<file path="config.mk">
export PLATFORM = sky130hd
export DESIGN_NAME = lpht_mod_unit
export DESIGN_NICKNAME = d
export VERILOG_FILES = /design/src/rtl/lpht_pkg.sv /design/src/rtl/lpht_mod_unit.sv
export SDC_FILE = /design/constraint.sdc
export NUM_CORES = 1
export LEC_CHECK = 0
export BUFFER_PORTS_ARGS = -buffer_cell sky130_fd_sc_hd__buf_2
export CORE_MARGIN = 10
export CORE_UTILIZATION = 35
export DETAILED_ROUTE_END_ITERATION = 8
export GPL_TIMING_DRIVEN = 1
export PLACE_DENSITY_LB_ADDON = 0.08
export SYNTH_ARGS = -nofsm -noshare
export SYNTH_HDL_FRONTEND = slang
export SYNTH_SLANG_ARGS = --single-unit
</file>
<file path="constraint.sdc">
create_clock -name i_clk -period 2.9 [get_ports i_clk]
set_input_delay 0.435 -clock i_clk [delete_from_list [all_inputs] [get_ports i_clk]]
set_output_delay 0.435 -clock i_clk [all_outputs]
set_load 0.05 [all_outputs]
</file>
<file path="src/rtl/lpht_pkg.sv">
package lpht_pkg;

    // Storage geometry.
    localparam int TableDepth = 256;
    localparam int AddrW      = 8;
    localparam int SizeW      = 9;
    localparam int KeyW       = 64;
    localparam int HashW      = 32;
    localparam int ValW       = 32;
    localparam int LenW       = 4;
    localparam int OpW        = 2;

    // Longest key in bytes.
    localparam logic [LenW-1:0] KEY_BYTES = 4'd8;

    // The table size register comes out of reset at full depth.
    localparam logic [SizeW-1:0] SIZE_RESET = 9'd256;
    localparam logic [SizeW-1:0] SIZE_MAX   = 9'd256;
    localparam logic [SizeW-1:0] SIZE_MIN   = 9'd1;

    // Request opcodes.
    localparam logic [OpW-1:0] OP_PUT    = 2'd0;
    localparam logic [OpW-1:0] OP_GET    = 2'd1;
    localparam logic [OpW-1:0] OP_REMOVE = 2'd2;

    // Result status codes.
    typedef enum logic [2:0] {
        ST_OK        = 3'd0,
        ST_NOT_FOUND = 3'd1,
        ST_EXISTS    = 3'd2,
        ST_FULL      = 3'd3,
        ST_INVALID   = 3'd4
    } t_status;

    // Request sequencer states.
    typedef enum logic [1:0] {
        S_IDLE,
        S_MOD,
        S_PROBE,
        S_RESP
    } t_state;

    // One stored slot.
    typedef struct packed {
        logic [LenW-1:0]  len;
        logic [KeyW-1:0]  key;
        logic [HashW-1:0] hash;
        logic [ValW-1:0]  value;
    } t_slot;

    // Write side of the slot store: fill a slot or free it.
    typedef struct packed {
        logic             wr_en;
        logic             clr_en;
        logic [AddrW-1:0] addr;
        t_slot            data;
    } t_ram_wr;

    // One result item.
    typedef struct packed {
        t_status         status;
        logic [ValW-1:0] value;
    } t_result;

endpackage

</file>
<file path="src/rtl/lpht_mod_unit.sv">
module lpht_mod_unit (
    input  logic                       i_clk,
    input  logic                       i_rst_n,
    input  logic                       i_start,
    input  logic [lpht_pkg::HashW-1:0] i_dividend,
    input  logic [lpht_pkg::SizeW-1:0] i_divisor,
    output logic                       o_done,
    output logic [lpht_pkg::AddrW-1:0] o_rem
);

    // Restoring remainder, one dividend bit per cycle.
    logic                       r_busy;
    logic                       r_done;
    logic [4:0]                 r_cnt;
    logic [lpht_pkg::HashW-1:0] r_dvd;
    logic [lpht_pkg::SizeW-1:0] r_div;
    logic [lpht_pkg::AddrW-1:0] r_rem;

    logic [lpht_pkg::SizeW-1:0] trial;
    logic [lpht_pkg::SizeW-1:0] diff;

    // Shift in the next bit and subtract the divisor when it fits.
    always_comb begin
        trial = {r_rem, r_dvd[lpht_pkg::HashW-1]};
        diff  = trial - r_div;
    end

    // Control flags.
    always_ff @(posedge i_clk) begin
        if (!i_rst_n) begin
            r_busy <= 1'b0;
            r_done <= 1'b0;
            r_cnt  <= '0;
        end else begin
            r_done <= 1'b0;
            if (i_start) begin
                r_busy <= 1'b1;
                r_cnt  <= '0;
            end else if (r_busy) begin
                r_cnt <= r_cnt + 5'd1;
                if (r_cnt == 5'd31) begin
                    r_busy <= 1'b0;
                    r_done <= 1'b1;
                end
            end
        end
    end

    // Datapath registers.
    always_ff @(posedge i_clk) begin
        if (i_start) begin
            r_dvd <= i_dividend;
            r_div <= i_divisor;
            r_rem <= '0;
        end else if (r_busy) begin
            r_dvd <= {r_dvd[lpht_pkg::HashW-2:0], 1'b0};
            if (trial >= r_div) begin
                r_rem <= diff[lpht_pkg::AddrW-1:0];
            end else begin
                r_rem <= trial[lpht_pkg::AddrW-1:0];
            end
        end
    end

    assign o_done = r_done;
    assign o_rem  = r_rem;

endmodule

</file>
# Word-level counts from Yosys, hierarchy flattened
# Index checks and enable logic that the tools add are counted.
dict set report word_totals {
  register_bits 56
  input_bits 44
  output_inout_bits 9
}
dict set report op_classes {
  n_addsub 2
  order_cmp 1
  n_eq_ne 1
  n_mux 7
  bitwise 2
  n_reduce_logical 3
}
# operator n
set ops {}
lappend ops {{2-to-1 mux 32 bit} 2}
lappend ops {{>= comparator 9 bit} 1}
lappend ops {{2-to-1 mux 8 bit} 1}
lappend ops {{subtractor 8 bit} 1}
lappend ops {{adder 5 x 1 -> 5 bit (second input constant)} 1}
lappend ops {{== test 5 bit (second input constant)} 1}
lappend ops {{2-to-1 mux 1 bit} 4}
lappend ops {{OR reduction 3 bit} 1}
lappend ops {{inverter 1 bit} 2}
lappend ops {{nonzero test 2 bit} 1}
lappend ops {{OR reduction 2 bit} 1}

# Logic depth before layout (Yosys ltp)
dict set report logic_depth {
  depth_word 4
  mapped_depth 8
  mapped_depth_nobuf 8
}

# Worst setup path after synthesis
# Ideal clock, no wire load.
dict set report synth_timing {
  kind {flip-flop to flip-flop}
  start {register r_rem (netlist bit o_rem[0])}
  end {register r_rem (netlist bit o_rem[6])}
  setup_time_ps 88
  t_arrival_ps 2442
  t_required_ps 2812
  slack_ps 370
  path_stages_with_launch 8
  n_path_buf 0
  synth_period_minus_slack_ps 2530
  path_cell_list {dfxtp_1 inv_1 fa_1 nand2b_1 a2111oi_0 a211oi_1 or3_1 a311oi_2}
}
dict set report synth_between {
  elab_chain_cells 2
  elab_cells_between_ends 3
  cone_classes {add/sub: 1; order compare: 1; mux: 1}
}
# item line
set synth_rtl {}
lappend synth_rtl {{from (decl)} lpht_mod_unit.sv:17} ;# logic [lpht_pkg::AddrW-1:0] r_rem;
lappend synth_rtl {{from (signal assigned)} lpht_mod_unit.sv:58} ;# r_rem <= diff[lpht_pkg::AddrW-1:0];
lappend synth_rtl {{from (signal assigned)} lpht_mod_unit.sv:60} ;# r_rem <= trial[lpht_pkg::AddrW-1:0];
lappend synth_rtl {{subtractor 8 bit or >= comparator 9 bit (tied branches)} {lpht_mod_unit.sv:25, lpht_mod_unit.sv:57}}
lappend synth_rtl {{2-to-1 mux 8 bit *} lpht_mod_unit.sv:57} ;# if (trial >= r_div) begin
# Mark *: on every way between the ends. The rest lies on a longest branch, timed or not.
# A chain may end at the register's enable or synchronous reset.

# Worst setup path in the final report
dict set report layout_timing {
  start {register r_dvd[31] (netlist name)}
  end {register r_rem (netlist bit o_rem[6])}
}
dict set report layout_between {
  elab_chain_cells 2
  elab_cells_between_ends 3
  cone_classes {add/sub: 1; order compare: 1; mux: 1}
}
# item line
set layout_rtl {}
lappend layout_rtl {{from (decl)} lpht_mod_unit.sv:15} ;# logic [lpht_pkg::HashW-1:0] r_dvd;
lappend layout_rtl {{from (signal assigned)} lpht_mod_unit.sv:52} ;# r_dvd <= i_dividend;
lappend layout_rtl {{from (signal assigned)} lpht_mod_unit.sv:56} ;# r_dvd <= {r_dvd[lpht_pkg::HashW-2:0], 1'b0};
lappend layout_rtl {{subtractor 8 bit or >= comparator 9 bit (tied branches)} {lpht_mod_unit.sv:25, lpht_mod_unit.sv:57}}
lappend layout_rtl {{2-to-1 mux 8 bit *} lpht_mod_unit.sv:57}
# Marked as above.

==> impl_metrics.ini <==
[power]
seqPwrFrac_pct = 53.3
power.share.clock_pct = 27.6
finalPower_mw = 1.811
intPower_mw = 1.342
powerDensity_nw_per_um2 = 557.0
p_switching_mw = 0.4696
p_comb_share_pct = 19.0
p_leak_nw = 1.297
switching_share_pct = 25.92
ir_drop_uv = 224.2

[routing]
ant_nets = 0
vias_per_cell = 5.005
routed_wl_mm = 5.624
detailroute.via_count = 1872
avgRoutedWirePerCell_um = 15.04
drc = 0
drt_iter0_drc = 49
drt_pass1_iterations = 5

[timing]
fin_crit_ns = 2.414
slew-limit-headroom_pct = 49.29
hold_viol = 0
rsz0062_at_grt = no
tns_ns = 0
max_freq_mhz = 414.2
finalSetupViolCount = 0
timing.final.crit_share_pct = 83.25
tightest_slew_ns = 0.7606
final-max-slew-violation-count = 0
fin_skew_ns = 0.01063

[yosys]
yosys_most_used_dff = edfxtp_1
synth_edf_count = 41
synth_nets = 274
yosysUniqueCellTypes = 42
synth_seq_area_share_pct = 55.23
async_reset_ff_share_pct = 0
ys_ff_latch = 56
yosysWarningCount = 0
synth_area_um2 = 2773
synth_cells = 218
syn_area_per_cell_um2 = 12.72

[status]
status = completed

[grt]
grt_pass1_vias = 1883
grt_usage_pct = 9.654
grt_pass1_wl_mm = 9.101
grt_antenna_before_repair = 0
overflow = 0
grt_max_degree = 41

[die]
start_util_pct = 35.88
ios = 53
die_width_um = 109.0
dieArea_um2 = 11880
fp.dieH_um = 109.0
coreArea_um2 = 7727
rows = 32

[setup_path]
critPathCaptureType = flip-flop
startpoint_type = flip-flop
rr_worst_depth = 8
critical_path.startpoint = r_dvd[31]
crit_fanout = 4
crit_arrival_ns = 2.64
r2r_setup_slack_ns = 0.49
worst-setup-path-type = flip-flop to flip-flop
rr_startpoint = r_dvd[31]
crit_path_end = o_rem[6]
cp.required_ns = 3.13
rr_endpoint = o_rem[6]

[clock_network]
cts_tree = yes
cts_htree_levels = 2
cts.repair.resized = 0
clk_pin_slew_ns = 0.10
clock_path_buffers = 2
clock-sinks = 56
cts_buffers = 5
ctsHoldBuffers = 0
cts_root_buf = clkbuf_8
clk_latency_ns = 0.30
post-cts-setup-buffers = 0

[finish]
drive_above_1_share_pct = 35.66
syn_to_final_growth_pct = 17.28
diodes = 0
num-nets-final = 327

[place]
portBuffers = 52
gp_congestion = 0.7552
dp_hpwl_mm = 4.087

[worst_hold_path]
holdCritStartpoint = i_divisor[6]
hold_path_class = input pin to flip-flop

[run]
drv_cap = 0
## cells by family (layout without fill, tap and decap cells)
kind of cell / count (synthesis) / after routing / share of synthesized area, %
AOI/OAI and AO/OA: 35 / 35 / 10.24
xor gates and xnor gates: 4 / 4 / 1.264
adders and majority gates: 12 / 12 / 5.686
buffers and inverters: 20 / 74 / 2.708
DFF: 56 / 56 / 55.23
muxes: 33 / 33 / 13.31
and+or+nand+nor: 58 / 58 / 11.55
## placed cells by master (no fill, tap or decap), types with 3 or more instances in the layout
cell,netlist,routed
mux2_2,31,31
edfxtp_1,41,41
nor2_1,19,19
nand4_1,4,4
nor3b_1,4,4
dfxtp_1,15,15
clkbuf_8,0,5
nand2_1,5,5
buf_2,0,52
nand2b_1,6,6
o21ai_0,8,8
a311oi_1,4,4
a211oi_1,3,3
inv_1,12,12
nor2b_1,3,3
nand3_1,3,3
a21oi_1,4,4
ha_1,11,11
## cell type report
class | instances | area (um^2)
clock buffer | 5 | 68.82
timing repair buffer | 54 | 275.3
fill | 781 | 4476
inverter | 12 | 45.04
tap | 102 | 127.6
sequential | 56 | 1531
clock inverter | 3 | 37.54
multi-input combinational | 142 | 1166
## per-layer routing
metal  share of wire, %  up-vias  GRT usage (%)
met4                1.1        0          2.825
met1                 45      900          12.15
met3                5.4        6          3.422
li1                   -      929              -
met5                  0        -              0
met2                 48       37          15.25
## registers in the layout, summed over array words and instances (netlist names)
signal  cells
o_done      1
o_rem       8
r_busy      1
r_cnt       5
r_div       9
r_dvd      32
## metrics by stage
step / setup WS (ns) / utilization [%] / std cells / instance area, um^2 / hold slack (ns)
after floorplan: 0.3703 / - / 218 / 2773 / 0.4674
after detailed placement: 0.5300 / 40.71 / 366 / 3146 / 0.5007
after global placement: 0.5526 / 40.71 / 366 / 3146 / 0.4896
final: 0.4856 / 42.08 / 374 / 3252 / 0.2989
after CTS: 0.4907 / 42.08 / 374 / 3252 / 0.2840
after global routing: 0.2528 / 42.08 / 374 / 3252 / 0.2855
## worst max-delay path: stages, from the launching register on
cell and delay [ns]:
edfxtp_1 0.35, inv_1 0.05, ha_1 0.22, fa_1 0.39, nand2b_1 0.22, a2111oi_0 0.41, a211oi_1 0.09, or3_1 0.40
a311oi_2 0.22
## synthesized netlist by cell type (4+ instances only)
cell type | n | area share, %
nand4_1 | 4 | 0.90
nor2_1 | 19 | 2.6
edfxtp_1 | 41 | 44
nor3b_1 | 4 | 1.1
nand2_1 | 5 | 0.68
ha_1 | 11 | 5.0
clkbuf_1 | 5 | 0.68
dfxtp_1 | 15 | 11
mux2_2 | 31 | 13
a21oi_1 | 4 | 0.72
inv_1 | 12 | 1.6
a311oi_1 | 4 | 1.3
o21ai_0 | 8 | 1.4
nand2b_1 | 6 | 1.4
## power groups by stage
stage          registers (mW)  clock network (mW)  logic [mW]
4_1_cts                 0.968               0.526       0.351
3_5_place_dp            0.985                   0       0.351
3_3_place_gp            0.985                   0       0.348
2_1_floorplan            1.01                   0       0.223
5_1_grt                 0.976               0.547       0.387
6_report                0.966               0.501       0.344
## how the worst min path moves through the flow
stage / to / slack [ns] / depth (start not counted)
after floorplan: r_cnt[4] / 0.47 / 2
after global placement: r_cnt[4] / 0.49 / 2
after detailed placement: r_cnt[4] / 0.50 / 2
after CTS: r_div[3] / 0.28 / 1
after global routing: r_div[6] / 0.29 / 1
final: r_div[6] / 0.30 / 1
Power figures use the tool's default switching activity.
