### config.mk
export PLATFORM = sky130hd
export DESIGN_NAME = lpht_ctrl
export DESIGN_NICKNAME = d
export VERILOG_FILES = /design/src/rtl/lpht_pkg.sv /design/src/rtl/lpht_ctrl.sv
export SDC_FILE = /design/constraint.sdc
export NUM_CORES = 1
export LEC_CHECK = 0
export BUFFER_PORTS_ARGS = -buffer_cell sky130_fd_sc_hd__buf_2
export CAP_MARGIN = 10
export CORE_AREA = 2 2 201 203
export CTS_CLUSTER_SIZE = 12
export DETAILED_ROUTE_END_ITERATION = 12
export DIE_AREA = 0 0 203 205
export HOLD_SLACK_MARGIN = 0.15
export PLACE_DENSITY = 0.61
export SYNTH_ARGS = -nofsm -noshare
export SYNTH_HDL_FRONTEND = slang
export SYNTH_SLANG_ARGS = --single-unit
### constraint.sdc
create_clock -name i_clk -period 4.5 [get_ports i_clk]
set_clock_uncertainty 0.1 [all_clocks]
set_input_delay 0.9 -clock i_clk [delete_from_list [all_inputs] [get_ports i_clk]]
set_output_delay 0.9 -clock i_clk [all_outputs]
set_load 0.005 [all_outputs]
### src/rtl/lpht_pkg.sv
package lpht_pkg;

    // Storage geometry.
    localparam int TableDepth = 256;
    localparam int AddrW      = 8;
    localparam int SizeW      = 9;
    localparam int KeyW       = 64;
    localparam int HashW      = 32;
    localparam int ValW       = 32;
    localparam int LenW       = 4;
    localparam int OpW        = 2;

    // Longest key in bytes.
    localparam logic [LenW-1:0] KEY_BYTES = 4'd8;

    // The table size register comes out of reset at full depth.
    localparam logic [SizeW-1:0] SIZE_RESET = 9'd256;
    localparam logic [SizeW-1:0] SIZE_MAX   = 9'd256;
    localparam logic [SizeW-1:0] SIZE_MIN   = 9'd1;

    // Request opcodes.
    localparam logic [OpW-1:0] OP_PUT    = 2'd0;
    localparam logic [OpW-1:0] OP_GET    = 2'd1;
    localparam logic [OpW-1:0] OP_REMOVE = 2'd2;

    // Result status codes.
    typedef enum logic [2:0] {
        ST_OK        = 3'd0,
        ST_NOT_FOUND = 3'd1,
        ST_EXISTS    = 3'd2,
        ST_FULL      = 3'd3,
        ST_INVALID   = 3'd4
    } t_status;

    // Request sequencer states.
    typedef enum logic [1:0] {
        S_IDLE,
        S_MOD,
        S_PROBE,
        S_RESP
    } t_state;

    // One stored slot.
    typedef struct packed {
        logic [LenW-1:0]  len;
        logic [KeyW-1:0]  key;
        logic [HashW-1:0] hash;
        logic [ValW-1:0]  value;
    } t_slot;

    // Write side of the slot store: fill a slot or free it.
    typedef struct packed {
        logic             wr_en;
        logic             clr_en;
        logic [AddrW-1:0] addr;
        t_slot            data;
    } t_ram_wr;

    // One result item.
    typedef struct packed {
        t_status         status;
        logic [ValW-1:0] value;
    } t_result;

endpackage

### src/rtl/lpht_ctrl.sv
module lpht_ctrl (
    input  logic                       i_clk,
    input  logic                       i_rst_n,
    // Configuration.
    input  logic                       i_cfg_we,
    input  logic [lpht_pkg::SizeW-1:0] i_cfg_wdata,
    // Request side.
    input  logic                       i_req_vld,
    output logic                       o_req_rdy,
    input  logic [lpht_pkg::OpW-1:0]   i_opcode,
    input  logic [lpht_pkg::LenW-1:0]  i_key_length,
    input  logic [lpht_pkg::KeyW-1:0]  i_key,
    input  logic [lpht_pkg::HashW-1:0] i_hash,
    input  logic [lpht_pkg::ValW-1:0]  i_value_in,
    // Result side.
    output logic                       o_res_vld,
    input  logic                       i_res_rdy,
    output lpht_pkg::t_result          o_res,
    // Remainder unit.
    output logic                       o_mod_start,
    output logic [lpht_pkg::HashW-1:0] o_mod_dividend,
    output logic [lpht_pkg::SizeW-1:0] o_mod_divisor,
    input  logic                       i_mod_done,
    input  logic [lpht_pkg::AddrW-1:0] i_mod_rem,
    // Slot store.
    output logic                       o_rd_en,
    output logic [lpht_pkg::AddrW-1:0] o_rd_addr,
    input  lpht_pkg::t_slot            i_rd_data,
    input  logic                       i_rd_used,
    output lpht_pkg::t_ram_wr          o_wr
);

    lpht_pkg::t_state r_state, n_state;

    logic [lpht_pkg::SizeW-1:0] r_cfg_size;

    // Request being served.
    logic [lpht_pkg::OpW-1:0]   r_op, n_op;
    logic [lpht_pkg::LenW-1:0]  r_len, n_len;
    logic [lpht_pkg::KeyW-1:0]  r_key, n_key;
    logic [lpht_pkg::HashW-1:0] r_hash, n_hash;
    logic [lpht_pkg::ValW-1:0]  r_val, n_val;
    logic [lpht_pkg::SizeW-1:0] r_size, n_size;
    lpht_pkg::t_result          r_res, n_res;

    // Probe pointers: one slot read is issued while the previous one is checked.
    logic [lpht_pkg::AddrW-1:0] r_rd_idx, n_rd_idx;
    logic [lpht_pkg::AddrW-1:0] r_cmp_idx, n_cmp_idx;
    logic                       r_cmp_vld, n_cmp_vld;
    logic [lpht_pkg::SizeW-1:0] r_issued, n_issued;
    logic [lpht_pkg::SizeW-1:0] r_checked, n_checked;

    logic [lpht_pkg::SizeW-1:0] act_size;
    logic [6:0]                 mask_sh;
    logic [lpht_pkg::KeyW-1:0]  key_mask;
    logic                       req_bad;
    logic [lpht_pkg::SizeW-1:0] idx_inc;
    logic                       hit;

    // Clamp the table size into one to full depth.
    always_comb begin
        if (r_cfg_size == '0) begin
            act_size = lpht_pkg::SIZE_MIN;
        end else if (r_cfg_size > lpht_pkg::SIZE_MAX) begin
            act_size = lpht_pkg::SIZE_MAX;
        end else begin
            act_size = r_cfg_size;
        end
    end

    // Keep only the key's low bytes; valid lengths are one to eight bytes.
    always_comb begin
        mask_sh  = {lpht_pkg::KEY_BYTES - i_key_length, 3'b000};
        key_mask = {lpht_pkg::KeyW{1'b1}} >> mask_sh;
        req_bad  = (i_key_length == '0) || (i_key_length > lpht_pkg::KEY_BYTES) ||
                   ((i_opcode != lpht_pkg::OP_PUT) && (i_opcode != lpht_pkg::OP_GET) &&
                    (i_opcode != lpht_pkg::OP_REMOVE));
    end

    // A slot hits when it is used and its hash, length and key all agree.
    always_comb begin
        idx_inc = {1'b0, r_rd_idx} + 9'd1;
        hit     = i_rd_used && (i_rd_data.len == r_len) &&
                  (i_rd_data.hash == r_hash) && (i_rd_data.key == r_key);
    end

    // Configuration register.
    always_ff @(posedge i_clk) begin
        if (!i_rst_n) begin
            r_cfg_size <= lpht_pkg::SIZE_RESET;
        end else if (i_cfg_we) begin
            r_cfg_size <= i_cfg_wdata;
        end
    end

    // Control registers.
    always_ff @(posedge i_clk) begin
        if (!i_rst_n) begin
            r_state   <= lpht_pkg::S_IDLE;
            r_cmp_vld <= 1'b0;
        end else begin
            r_state   <= n_state;
            r_cmp_vld <= n_cmp_vld;
        end
    end

    // Payload and pointer registers.
    always_ff @(posedge i_clk) begin
        r_op      <= n_op;
        r_len     <= n_len;
        r_key     <= n_key;
        r_hash    <= n_hash;
        r_val     <= n_val;
        r_size    <= n_size;
        r_res     <= n_res;
        r_rd_idx  <= n_rd_idx;
        r_cmp_idx <= n_cmp_idx;
        r_issued  <= n_issued;
        r_checked <= n_checked;
    end

    // Sequencer: next state and outputs.
    always_comb begin
        n_state   = r_state;
        n_op      = r_op;
        n_len     = r_len;
        n_key     = r_key;
        n_hash    = r_hash;
        n_val     = r_val;
        n_size    = r_size;
        n_res     = r_res;
        n_rd_idx  = r_rd_idx;
        n_cmp_idx = r_cmp_idx;
        n_cmp_vld = 1'b0;
        n_issued  = r_issued;
        n_checked = r_checked;

        o_req_rdy      = 1'b0;
        o_res_vld      = 1'b0;
        o_mod_start    = 1'b0;
        o_mod_dividend = i_hash;
        o_mod_divisor  = act_size;
        o_rd_en        = 1'b0;
        o_rd_addr      = r_rd_idx;
        o_wr.wr_en     = 1'b0;
        o_wr.clr_en    = 1'b0;
        o_wr.addr      = r_cmp_idx;
        o_wr.data.len   = r_len;
        o_wr.data.key   = r_key;
        o_wr.data.hash  = r_hash;
        o_wr.data.value = r_val;

        case (r_state)
            lpht_pkg::S_IDLE: begin
                o_req_rdy = 1'b1;
                if (i_req_vld) begin
                    n_op   = i_opcode;
                    n_len  = i_key_length;
                    n_key  = i_key & key_mask;
                    n_hash = i_hash;
                    n_val  = i_value_in;
                    n_size = act_size;
                    if (req_bad) begin
                        n_res.status = lpht_pkg::ST_INVALID;
                        n_res.value  = '0;
                        n_state      = lpht_pkg::S_RESP;
                    end else begin
                        o_mod_start = 1'b1;
                        n_state     = lpht_pkg::S_MOD;
                    end
                end
            end

            // Wait for the start slot, hash modulo size.
            lpht_pkg::S_MOD: begin
                if (i_mod_done) begin
                    n_rd_idx  = i_mod_rem;
                    n_issued  = '0;
                    n_checked = '0;
                    n_state   = lpht_pkg::S_PROBE;
                end
            end

            lpht_pkg::S_PROBE: begin
                // Issue the next slot read while slots remain.
                if (r_issued != r_size) begin
                    o_rd_en   = 1'b1;
                    n_cmp_vld = 1'b1;
                    n_cmp_idx = r_rd_idx;
                    n_issued  = r_issued + 9'd1;
                    n_rd_idx  = (idx_inc == r_size) ? '0 : idx_inc[lpht_pkg::AddrW-1:0];
                end

                // Check the slot whose data has just arrived.
                if (r_cmp_vld) begin
                    n_checked = r_checked + 9'd1;
                    if (r_op == lpht_pkg::OP_PUT) begin
                        if (!i_rd_used) begin
                            o_wr.wr_en   = 1'b1;
                            n_res.status = lpht_pkg::ST_OK;
                            n_res.value  = '0;
                            n_state      = lpht_pkg::S_RESP;
                        end else if (hit) begin
                            n_res.status = lpht_pkg::ST_EXISTS;
                            n_res.value  = '0;
                            n_state      = lpht_pkg::S_RESP;
                        end else if (n_checked == r_size) begin
                            n_res.status = lpht_pkg::ST_FULL;
                            n_res.value  = '0;
                            n_state      = lpht_pkg::S_RESP;
                        end
                    end else begin
                        if (hit) begin
                            o_wr.clr_en  = (r_op == lpht_pkg::OP_REMOVE);
                            n_res.status = lpht_pkg::ST_OK;
                            n_res.value  = i_rd_data.value;
                            n_state      = lpht_pkg::S_RESP;
                        end else if (n_checked == r_size) begin
                            n_res.status = lpht_pkg::ST_NOT_FOUND;
                            n_res.value  = '0;
                            n_state      = lpht_pkg::S_RESP;
                        end
                    end
                    // A read still in flight is dropped once the probe ends.
                    if (n_state == lpht_pkg::S_RESP) begin
                        n_cmp_vld = 1'b0;
                    end
                end
            end

            lpht_pkg::S_RESP: begin
                o_res_vld = 1'b1;
                if (i_res_rdy) begin
                    n_state = lpht_pkg::S_IDLE;
                end
            end

            default: begin
                n_state = lpht_pkg::S_IDLE;
            end
        endcase
    end

    assign o_res = r_res;

endmodule

**Word-level counts from Yosys, hierarchy flattened**

Index checks and enable logic that the tools add are counted.

- Word-level logic and storage cells: 113
- Input port bits: 290
- Register bits: 224
- Output and inout port bits: 230

- Reduce and logical (&&, ||, !) cells: 21
- $add $sub $neg: 4
- Equal/unequal tests: 21
- Magnitude comparators: 2
- Bitwise operators: 1
- Shifts and indexed selects: 1
- Muxes and demuxes: 48

Operator list:

| operator | number |
|---|---|
| 2-to-1 mux 35 bit | 9 |
| case mux 35 bit (2 select lines) | 1 |
| bitwise AND 64 bit | 1 |
| == test 64 bit | 1 |
| right shift 64 x 7 -> 64 bit (first input constant) | 1 |
| 2-to-1 mux 9 bit | 5 |
| case mux 9 bit (2 select lines) | 2 |
| == test 32 bit | 1 |
| 2-to-1 mux 2 bit | 13 |
| 2-to-1 mux 8 bit | 3 |
| adder 9 x 1 -> 9 bit (second input constant) | 2 |
| == test 9 bit | 2 |
| case mux 8 bit (2 select lines) | 1 |
| != test 2 bit (second input constant) | 7 |
| 2-to-1 mux 1 bit | 13 |
| adder 8 x 1 -> 9 bit (second input constant) | 1 |
| greater-than comparator 9 bit (second input constant) | 1 |
| zero test 9 bit | 1 |
| != test 9 bit | 1 |
| == test 2 bit (second input constant) | 4 |
| != test 4 bit (second input constant) | 2 |
| case mux 2 bit (4 select lines) | 1 |
| AND reduction 2 bit | 3 |
| AND reduction 3 bit | 2 |
| 12 further kinds | 20 |

**Longest topological paths before layout**

Gate-level depths: netlist (run 1).

- Word-level depth: 12
- Gate-level depth with buffers: 9
- Gate-level depth less buffers: 8

**Worst setup path after synthesis (run 1)**

OpenSTA, ideal clock, no wires.

- Kind: input -> register
- Start point: input i_req_vld
- End point: register r_hash[0] in the netlist's numbering (enable)
- Path buffers: 0
- Path slack: 169 ps
- Library setup time: 496 ps
- Data arrival time: 3735 ps
- Data required time: 3904 ps
- Stages: 2
- Cell sequence: nand2_1 inv_1

- Cells in the longest elaborated chain, start to end: 1

RTL lines:

| what | line | text |
|---|---|---|
| start, declared | lpht_ctrl.sv:8 | `input logic i_req_vld,` |
| AND reduction 2 bit (no line) | - |  |
| end signal, assigned | lpht_ctrl.sv:112 | `r_hash <= n_hash;` |
| end, declared | lpht_ctrl.sv:41 | `logic [lpht_pkg::HashW-1:0] r_hash, n_hash;` |

No other way between the ends.
A chain may end at the register's enable or synchronous reset.

==> flow_summary.ini, run 1 <==
[timing]
worst_pin_slew_ns = 0.924
slew_headroom_pct = 38.1
rsz0062_at_grt = no
finalHoldViolations = 0
setup_ws_ns = 0.314
maxSlewViolCount = 0
finalSetupViolCount = 0
finalCritPeriodShare_pct = 93.0
whs_ns = 0.424
fin_crit_ns = 4.19
fmax_mhz = 239
tns_ns = 0

[run_status]
status = complete, no violations

[clock_tree]
hold_buffers = 0
cts_tree = built
postCtsSetupRepairBufs = 0
insertion_delay_ns = 0.55
clockBufferDepth = 3
cts_sinks = 224
clockRootBuffer = clkbuf_16
numCtsBuffers = 27
cts.repair.resized = 0
cts.htree.levels = 1
clkTransAtPathRegs_ns = 0.06

[global_route]
grt_max_degree = 60
grt_overflow = 0
antenna_found_initial = 14
grt_pass1_wl_mm = 54.1
grt_util_all_layers_pct = 18.1
grt_pass1_vias = 7948

[worst_setup_path]
crit_end = o_wr[140]
startpoint = r_hash[12]
r2r_start = r_hash[12]
cp_slowest_cell = a2111oi_0
path_max_fanout = 3
path_class = reg2out
path_cells = nor2b_1 -> a2111oi_0 -> buf_4 -> nand4_1 -> nor4_2 -> nand4_2 -> nor4b_1 -> buf_2
worstPathRequired_ns = 3.50
cpPeakStageDelay_ns = 0.75
crit_path_end_kind = output pin
rrSetupSlack_ns = 1.03
worst_ep_arrival_time_ns = 3.19
reg2reg_depth = 9
r2r-end = o_res[29]
start_kind = flop

[placed_design]
port_buffers = 519
placed_cell_area_um2 = 13300
gp_congestion = 0.929
dp_slack_ns = 0.347
dp_hpwl_mm = 31.9

[route]
vias = 7979
drc = 0
first_iter_violations = 362
drt_first_pass_iters = 4
vias_per_cell = 4.36
post_drt_wl_per_cell_um = 21.4
postRouteAntennaNets = 0
drt_wl_total_mm = 39.2

[cells_and_area]
finalInstanceArea_um2 = 14200
drive_above_1_share_pct = 44.9
nets = 1577
area_growth_pct = 39.0

[power]
p_per_area_nw_per_um2 = 437
irDropWorstVdd_mv = 0.283
power.leakage_uw = 0.00612

[worst_hold_path]
hp-class = in2reg
min_delay_path_depth = 1
min_from = i_value_in[7]

[synthesis]
seq_area_frac_synth_pct = 64.7
syn_inst = 761
synth.distinct_cells = 53
post_synth.cell_area_avg_um2 = 13.4
synthTopCellsByArea = edfxtp_1, and2_1, xor2_1
synth_edf_count = 212
ys_warn_count = 0
yosysMostFrequentCell = edfxtp_1
ys_async_sr_fraction_pct = 0
synth_nets = 1058
yosys_most_used_dff = edfxtp_1
yosysTopAreaCell = edfxtp_1
synthTopCellsByCount = edfxtp_1, and2_1, xor2_1
yosys.area.top_type_share_pct = 62.4
synth_seq_cells = 224
syn_area_um2 = 10200

[floorplanning]
die_w_um = 203
num_rows = 73
fp.dieH_um = 205
coreArea_um2 = 39400
io_pins = 520
die_area_um2 = 41600
start_util_pct = 25.9

[flow_run]
cap_violations = 0
## layer usage
metal	wire length, um	vias to the layer above	track usage, %	share of wire [%]
met5	136	-	0	0.35
met4	968	20	4.51	2.5
met3	3200	64	5.70	8.1
met2	19600	354	32.4	50
met1	15300	3779	20.8	39
li1	-	3762	-	-
## logic make-up after synthesis
kind of cell               synth area share [%]
AOI/OAI and AO/OA                          4.45
xor gates and xnor gates                   9.23
adders and majority gates                 0.956
buffers and inverters                      4.48
DFF                                        64.7
muxes                                     0.981
and+or+nand+nor                            15.2
## worst min path at each step
stage and endpoint:
6_report r_val[7], 5_1_grt r_val[25], 4_1_cts r_val[25], 3_5_place_dp r_cfg_size[0]
3_3_place_gp r_cfg_size[1], 2_1_floorplan r_cfg_size[0]
## registers in the layout, summed over array words and instances (netlist names), 4 cells and up
name        count
r_key          64
o_res          35
r_hash         32
r_val          32
r_cfg_size      9
r_checked       9
r_issued        9
r_size          9
o_rd_addr       8
r_cmp_idx       8
r_len           4
## power breakdown
group          internal, uW  switching, uW  leakage, uW
sequential             2660            213      0.00214
combinational           484            629      0.00356
clock                  1320            887     0.000428
total                  4470           1730      0.00612
## cell type report
cell class                 instances  area, um2
fill                            3957      25200
sequential                       224       6610
timing repair buffer             536       2740
inverter                          37        144
clock buffer                      31        691
clock inverter                    18        191
antenna                            4       10.0
tap                              525        657
multi-input combinational        454       3150
## critical path, delay by kind of cell, from the launching register on
family	cells	cell delay, ns
buffers and inverters	2	0.42
flip-flops	1	0.43
AO/OA/AOI/OAI	1	0.75
AND/OR/NAND/NOR	5	1.05
## through the flow
stage               cells  utilization [%]  power, uW
finish               1829             36.0       6200
global route         1826             36.0       6480
CTS                  1825             36.0       6290
detailed placement   1776             33.8       4050
global placement     1776             33.8       4040
floorplan             761                -       3410
## cells in the final DEF, fill, tap and decap left out, drive strengths merged, types with 12 or more instances in the layout
| cell | count |
|---|---|
| clkbuf | 31 |
| xor2 | 58 |
| and2 | 83 |
| edfxtp | 212 |
| nor2b | 38 |
| xnor2 | 47 |
| clkinv | 12 |
| nor2 | 34 |
| and3 | 21 |
| buf | 536 |
| inv | 37 |
| nor4 | 19 |
| nand2 | 19 |
| nand3 | 13 |
| dfxtp | 12 |
Power figures use the tool's default switching activity.
==> run 2: changes to the inputs <==
--- a/config.mk
+++ b/config.mk
@@ -13,6 +13,7 @@
 export DIE_AREA = 0 0 203 205
 export HOLD_SLACK_MARGIN = 0.15
 export PLACE_DENSITY = 0.61
+export REMOVE_ABC_BUFFERS = 1
 export SYNTH_ARGS = -nofsm -noshare
 export SYNTH_HDL_FRONTEND = slang
 export SYNTH_SLANG_ARGS = --single-unit
==> flow_summary.ini, run 2 (synthesized netlist as in run 1, its figures left out) <==
[power]
irDropWorstVdd_mv = 0.302
p_clk_share_pct = 35.1
p_per_area_nw_per_um2 = 431
p_sw_share_pct = 27.7
p_int_uw = 4410
p_seq_share_pct = 47.0
power.leakage_uw = 0.00611
p_sw_uw = 1690
comb_power_share_pct = 17.9

[worst_setup_path]
startpoint = i_rd_data[99]
path_cells = buf_2 -> nor2b_1 -> a2111o_1 -> nor4_1 -> and4_1 -> nand4_2 -> nor4b_1 -> buf_2
r2r_start = r_key[55]
worstPathRequired_ns = 3.50
worst_ep_arrival_time_ns = 3.13
crit_path_frequent_cell = buf_2
path_class = in2out
start_kind = primary input
cp_slowest_cell = nor4_1
crit_path_end_kind = output pin
path_buf_inv = 2
path_max_fanout = 3
rrSetupSlack_ns = 1.21
cpLargestDelayFamily = simple AND/OR/NAND/NOR gates
cpPeakStageDelay_ns = 0.55

[clock_tree]
cts.repair.resized = 0
cts_sinks = 224
postCtsSetupRepairBufs = 0
insertion_delay_ns = 0.54
hold_buffers = 0
clockRootBuffer = clkbuf_16
cts_tree = built
numCtsBuffers = 27
clockBufferDepth = 3
clkTransAtPathRegs_ns = 0.06
cts.htree.levels = 1

[placed_design]
port_buffers = 519
dp_hpwl_mm = 28.4
dp_slack_ns = 0.213
gp_congestion = 0.959

[cells_and_area]
area_growth_pct = 38.7
drive_above_1_share_pct = 45.0
top_register = r_key
layout_commonest_cell = buf_2
layout_common_cells = buf_2, edfxtp_1, and2_1
largest_reg_flops = 64
nets = 1576

[timing]
finalCritPeriodShare_pct = 91.7
worst_pin_slew_ns = 0.973
finalHoldViolations = 0
fin_crit_ns = 4.13
maxSlewViolCount = 0
finalSetupViolCount = 0
slew_headroom_pct = 34.9
tns_ns = 0
setup_ws_ns = 0.374
fmax_mhz = 242
rsz0062_at_grt = no

[global_route]
grt_overflow = 0
grt_pass1_wl_mm = 49.8
antenna_found_initial = 8
grt_util_all_layers_pct = 16.2
grt_max_degree = 68
grt_pass1_vias = 8085

[worst_hold_path]
min_from = r_cfg_size[0]
hp-class = reg2reg

[floorplanning]
start_util_pct = 25.9
coreArea_um2 = 39400
fp.dieH_um = 205
num_rows = 73
die_w_um = 203
die_area_um2 = 41600
io_pins = 520

[route]
drc = 0
drt_wl_total_mm = 35.3
post_drt_wl_per_cell_um = 19.3
drt_first_pass_iters = 7
vias_per_cell = 4.34
vias = 7946
first_iter_violations = 446
postRouteAntennaNets = 0

[flow_run]
cap_violations = 0

[run_status]
status = complete, no violations
==> run 2: cell types whose count changed in the layout (fill, tap and decap cells not counted) <==
cell       previous run  this run
clkinv_1              7         6
o311a_2               0         1
diode_2               4         5
bufinv_16             4         3
clkinv_2              5         7
buf_4                16        15
o311a_1               2         1
==> run 2: final cells by class <==
type	instances	area, um2
multi-input cells	454	3150
fillers	3931	25200
clock buffers	31	691
repair buffers	535	2730
clock inverters	18	168
flip-flops and latches	224	6610
diodes	5	12.5
well taps	525	657
inverters	37	144
==> run 2: layer usage <==
metal	wire length [um]	share of wire (%)	track usage [%]
met5	53	0.15	2.74
met4	975	2.8	5.37
met3	3020	8.5	5.30
met2	16800	48	26.5
met1	14500	41	20.1
==> run 2: tightest hold or removal path, stage by stage, from the launching register on <==
cell and delay [ns]:
dfxtp_1 0.31, mux2i_1 0.12, nor2b_1 0.06
==> run 2: final timing paths <==
| kind | endpoint | cells after the start |
|---|---|---|
| setup / recovery | o_wr[140] | 8 |
| hold / removal | r_cfg_size[0] | 2 |
| setup reg to reg | o_res[20] | 8 |
| hold reg to reg | r_cfg_size[0] | 2 |
==> run 2: metrics by stage <==
step	utilization (%)	cells	total power (uW)	instance area (um2)	hold WS [ns]
2_1_floorplan	-	715	3370	9890	0.383
3_3_place_gp	33.8	1775	4000	13300	0.401
3_5_place_dp	33.8	1775	4020	13300	0.416
4_1_cts	35.9	1824	6190	14100	0.393
5_1_grt	36.0	1828	6390	14200	0.405
6_report	36.0	1829	6100	14200	0.428
==> run 2: power groups by stage <==
stage	clock network [uW]	registers [uW]	logic, uW
2_1_floorplan	0	2900	470
3_3_place_gp	0	2900	1090
3_5_place_dp	0	2910	1110
4_1_cts	2210	2870	1110
5_1_grt	2280	2900	1210
6_report	2140	2870	1090
==> run 3: changes to the inputs <==
--- a/config.mk
+++ b/config.mk
@@ -5,6 +5,7 @@
 export SDC_FILE = /design/constraint.sdc
 export NUM_CORES = 1
 export LEC_CHECK = 0
+export ABC_AREA = 0
 export BUFFER_PORTS_ARGS = -buffer_cell sky130_fd_sc_hd__buf_2
 export CAP_MARGIN = 10
 export CORE_AREA = 2 2 201 203
==> constraint.sdc (replaced) <==
create_clock -name i_clk -period 4.5 [get_ports i_clk]
set_clock_uncertainty 0.1 [all_clocks]
set_input_delay 0 -clock i_clk [delete_from_list [all_inputs] [get_ports i_clk]]
set_output_delay 0 -clock i_clk [all_outputs]
set_load 0.005 [all_outputs]
==> flow_summary.ini, run 3 (synthesized netlist as in run 1, its figures left out) <==
[run_status]
status = complete, no violations

[timing]
finalHoldViolations = 0
slew_headroom_pct = 22.4
finalSetupViolCount = 0
tns_ns = 0
fin_crit_ns = 4.05
finalCritPeriodShare_pct = 90.0
rsz0062_at_grt = no
fmax_mhz = 247
maxSlewViolCount = 0
worst_pin_slew_ns = 1.13
whs_ns = 0.169

[worst_setup_path]
rrSetupSlack_ns = 0.45
path_buf_inv = 0
reg2reg_depth = 7
crit_path_end_kind = flop
worst_ep_arrival_time_ns = 4.13
worstPathRequired_ns = 4.58
cpLargestDelayFamily = compound AO/OA/AOI/OAI gates
cp_slowest_cell = a2111oi_0
path_max_fanout = 35
path_class = reg2reg
cpPeakStageDelay_ns = 0.97
start_kind = flop
r2r_start = r_key[35]
path_cells = nor2b_1 -> a2111oi_0 -> nand4_1 -> nor4_2 -> nand4_2 -> o31ai_1 -> o311a_2
r2r-end = o_res[31]

[worst_hold_path]
hold_end = r_key[51]
min_from = i_key[51]
hp-class = in2reg
min_delay_path_depth = 3

[route]
drt_first_pass_iters = 5
first_iter_violations = 523
drt_wl_total_mm = 40.8
vias_per_cell = 4.44
postRouteAntennaNets = 0
drc = 0
vias = 9527
post_drt_wl_per_cell_um = 19.0

[global_route]
grt_max_degree = 104
antenna_found_initial = 9
grt_pass1_vias = 10100
grt_overflow = 0
grt_pass1_wl_mm = 58.7
grt_util_all_layers_pct = 18.7

[cells_and_area]
nets = 1890
largest_reg_flops = 64
drive_above_1_share_pct = 35.7
top_register = r_key
layout_commonest_cell = buf_2
post-route-util_pct = 44.1
area_growth_pct = 70.1
fillers = 3536
layout_common_cells = buf_2, dlygate4sd3_1, edfxtp_1

[clock_tree]
insertion_delay_ns = 0.55
cts_sinks = 224
postCtsSetupRepairBufs = 0
cts_tree = built
clkTransAtPathRegs_ns = 0.06
clockRootBuffer = clkbuf_16
cts.htree.levels = 1
clockBufferDepth = 3
numCtsBuffers = 27

[floorplanning]
die_area_um2 = 41600
start_util_pct = 25.9
die_w_um = 203
fp.dieH_um = 205
io_pins = 520
coreArea_um2 = 39400
num_rows = 73

[power]
power.leakage_uw = 0.00744
irDropWorstVdd_mv = 0.313
p_per_area_nw_per_um2 = 372

[placed_design]
dp_hpwl_mm = 28.4
gp_congestion = 0.972
port_buffers = 519

[flow_run]
cap_violations = 0
-- run 3: cell count changes in the layout (fill, tap and decap cells not counted), moves of 3 or more --
cell / previous run / this run
buf_4: 15 / 7
clkbuf_8: 0 / 3
clkbuf_1: 4 / 7
dlygate4sd3_1: 0 / 322
clkinv_2: 7 / 3
diode_2: 5 / 8
-- run 3: how the worst max path moves through the flow --
stage	from	end	slack, ns	cells after the start
after CTS	r_key[35]	o_res[23]	0.42	7
after floorplan	r_state[0]	r_hash[0]	0.49	3
after global placement	r_key[35]	o_res[10]	0.51	7
final	r_key[35]	o_res[31]	0.45	7
after detailed placement	r_key[35]	o_res[23]	0.44	7
after global routing	r_key[35]	o_res[3]	0.28	7
-- run 3: power by group --
part | switching (uW) | internal (uW)
Sequential | 209 | 2660
Combinational | 678 | 664
Clock | 914 | 1340
Total | 1800 | 4670
-- run 3: area by class of cell --
| class | instances | area (um2) | share of cell area (%) |
|---|---|---|---|
| sequential | 224 | 6610 | 38.1 |
| tap | 525 | 657 | 3.78 |
| clock inverter | 11 | 113 | 0.649 |
| antenna | 8 | 20.0 | 0.115 |
| inverter | 37 | 144 | 0.829 |
| timing repair buffer | 849 | 5880 | 33.9 |
| clock buffer | 39 | 793 | 4.57 |
| multi-input combinational | 454 | 3150 | 18.1 |
-- run 3: what timing repair did --
action / 4_1_cts / 5_1_grt
gates resized for setup: 0 / 0
hold buffers: 321 / 1
hold endpoints to repair: 228 / 1
-- run 3: per-stage QoR --
stage / power [uW] / worst slack [ns] / area [um2] / cells
after floorplan: 3370 / 0.495 / 9890 / 715
after global placement: 3990 / 0.512 / 13200 / 1766
after detailed placement: 4010 / 0.436 / 13200 / 1766
after CTS: 6490 / 0.416 / 17300 / 2137
after global routing: 6740 / 0.285 / 17400 / 2146
final: 6470 / 0.450 / 17400 / 2147
-- run 3: worst min-delay path: stages --
cell and delay [ns]:
dlygate4sd3_1 0.52, buf_2 0.09, and2_1 0.10
-- run 3: metal layers --
metal / up-vias / GRT usage, % / wire (um)
li1: 4397 / - / -
met4: 0 / 7.01 / 1400
met5: - / 0 / 0
met1: 4603 / 22.4 / 16500
met3: 87 / 5.28 / 3150
met2: 440 / 32.0 / 19800
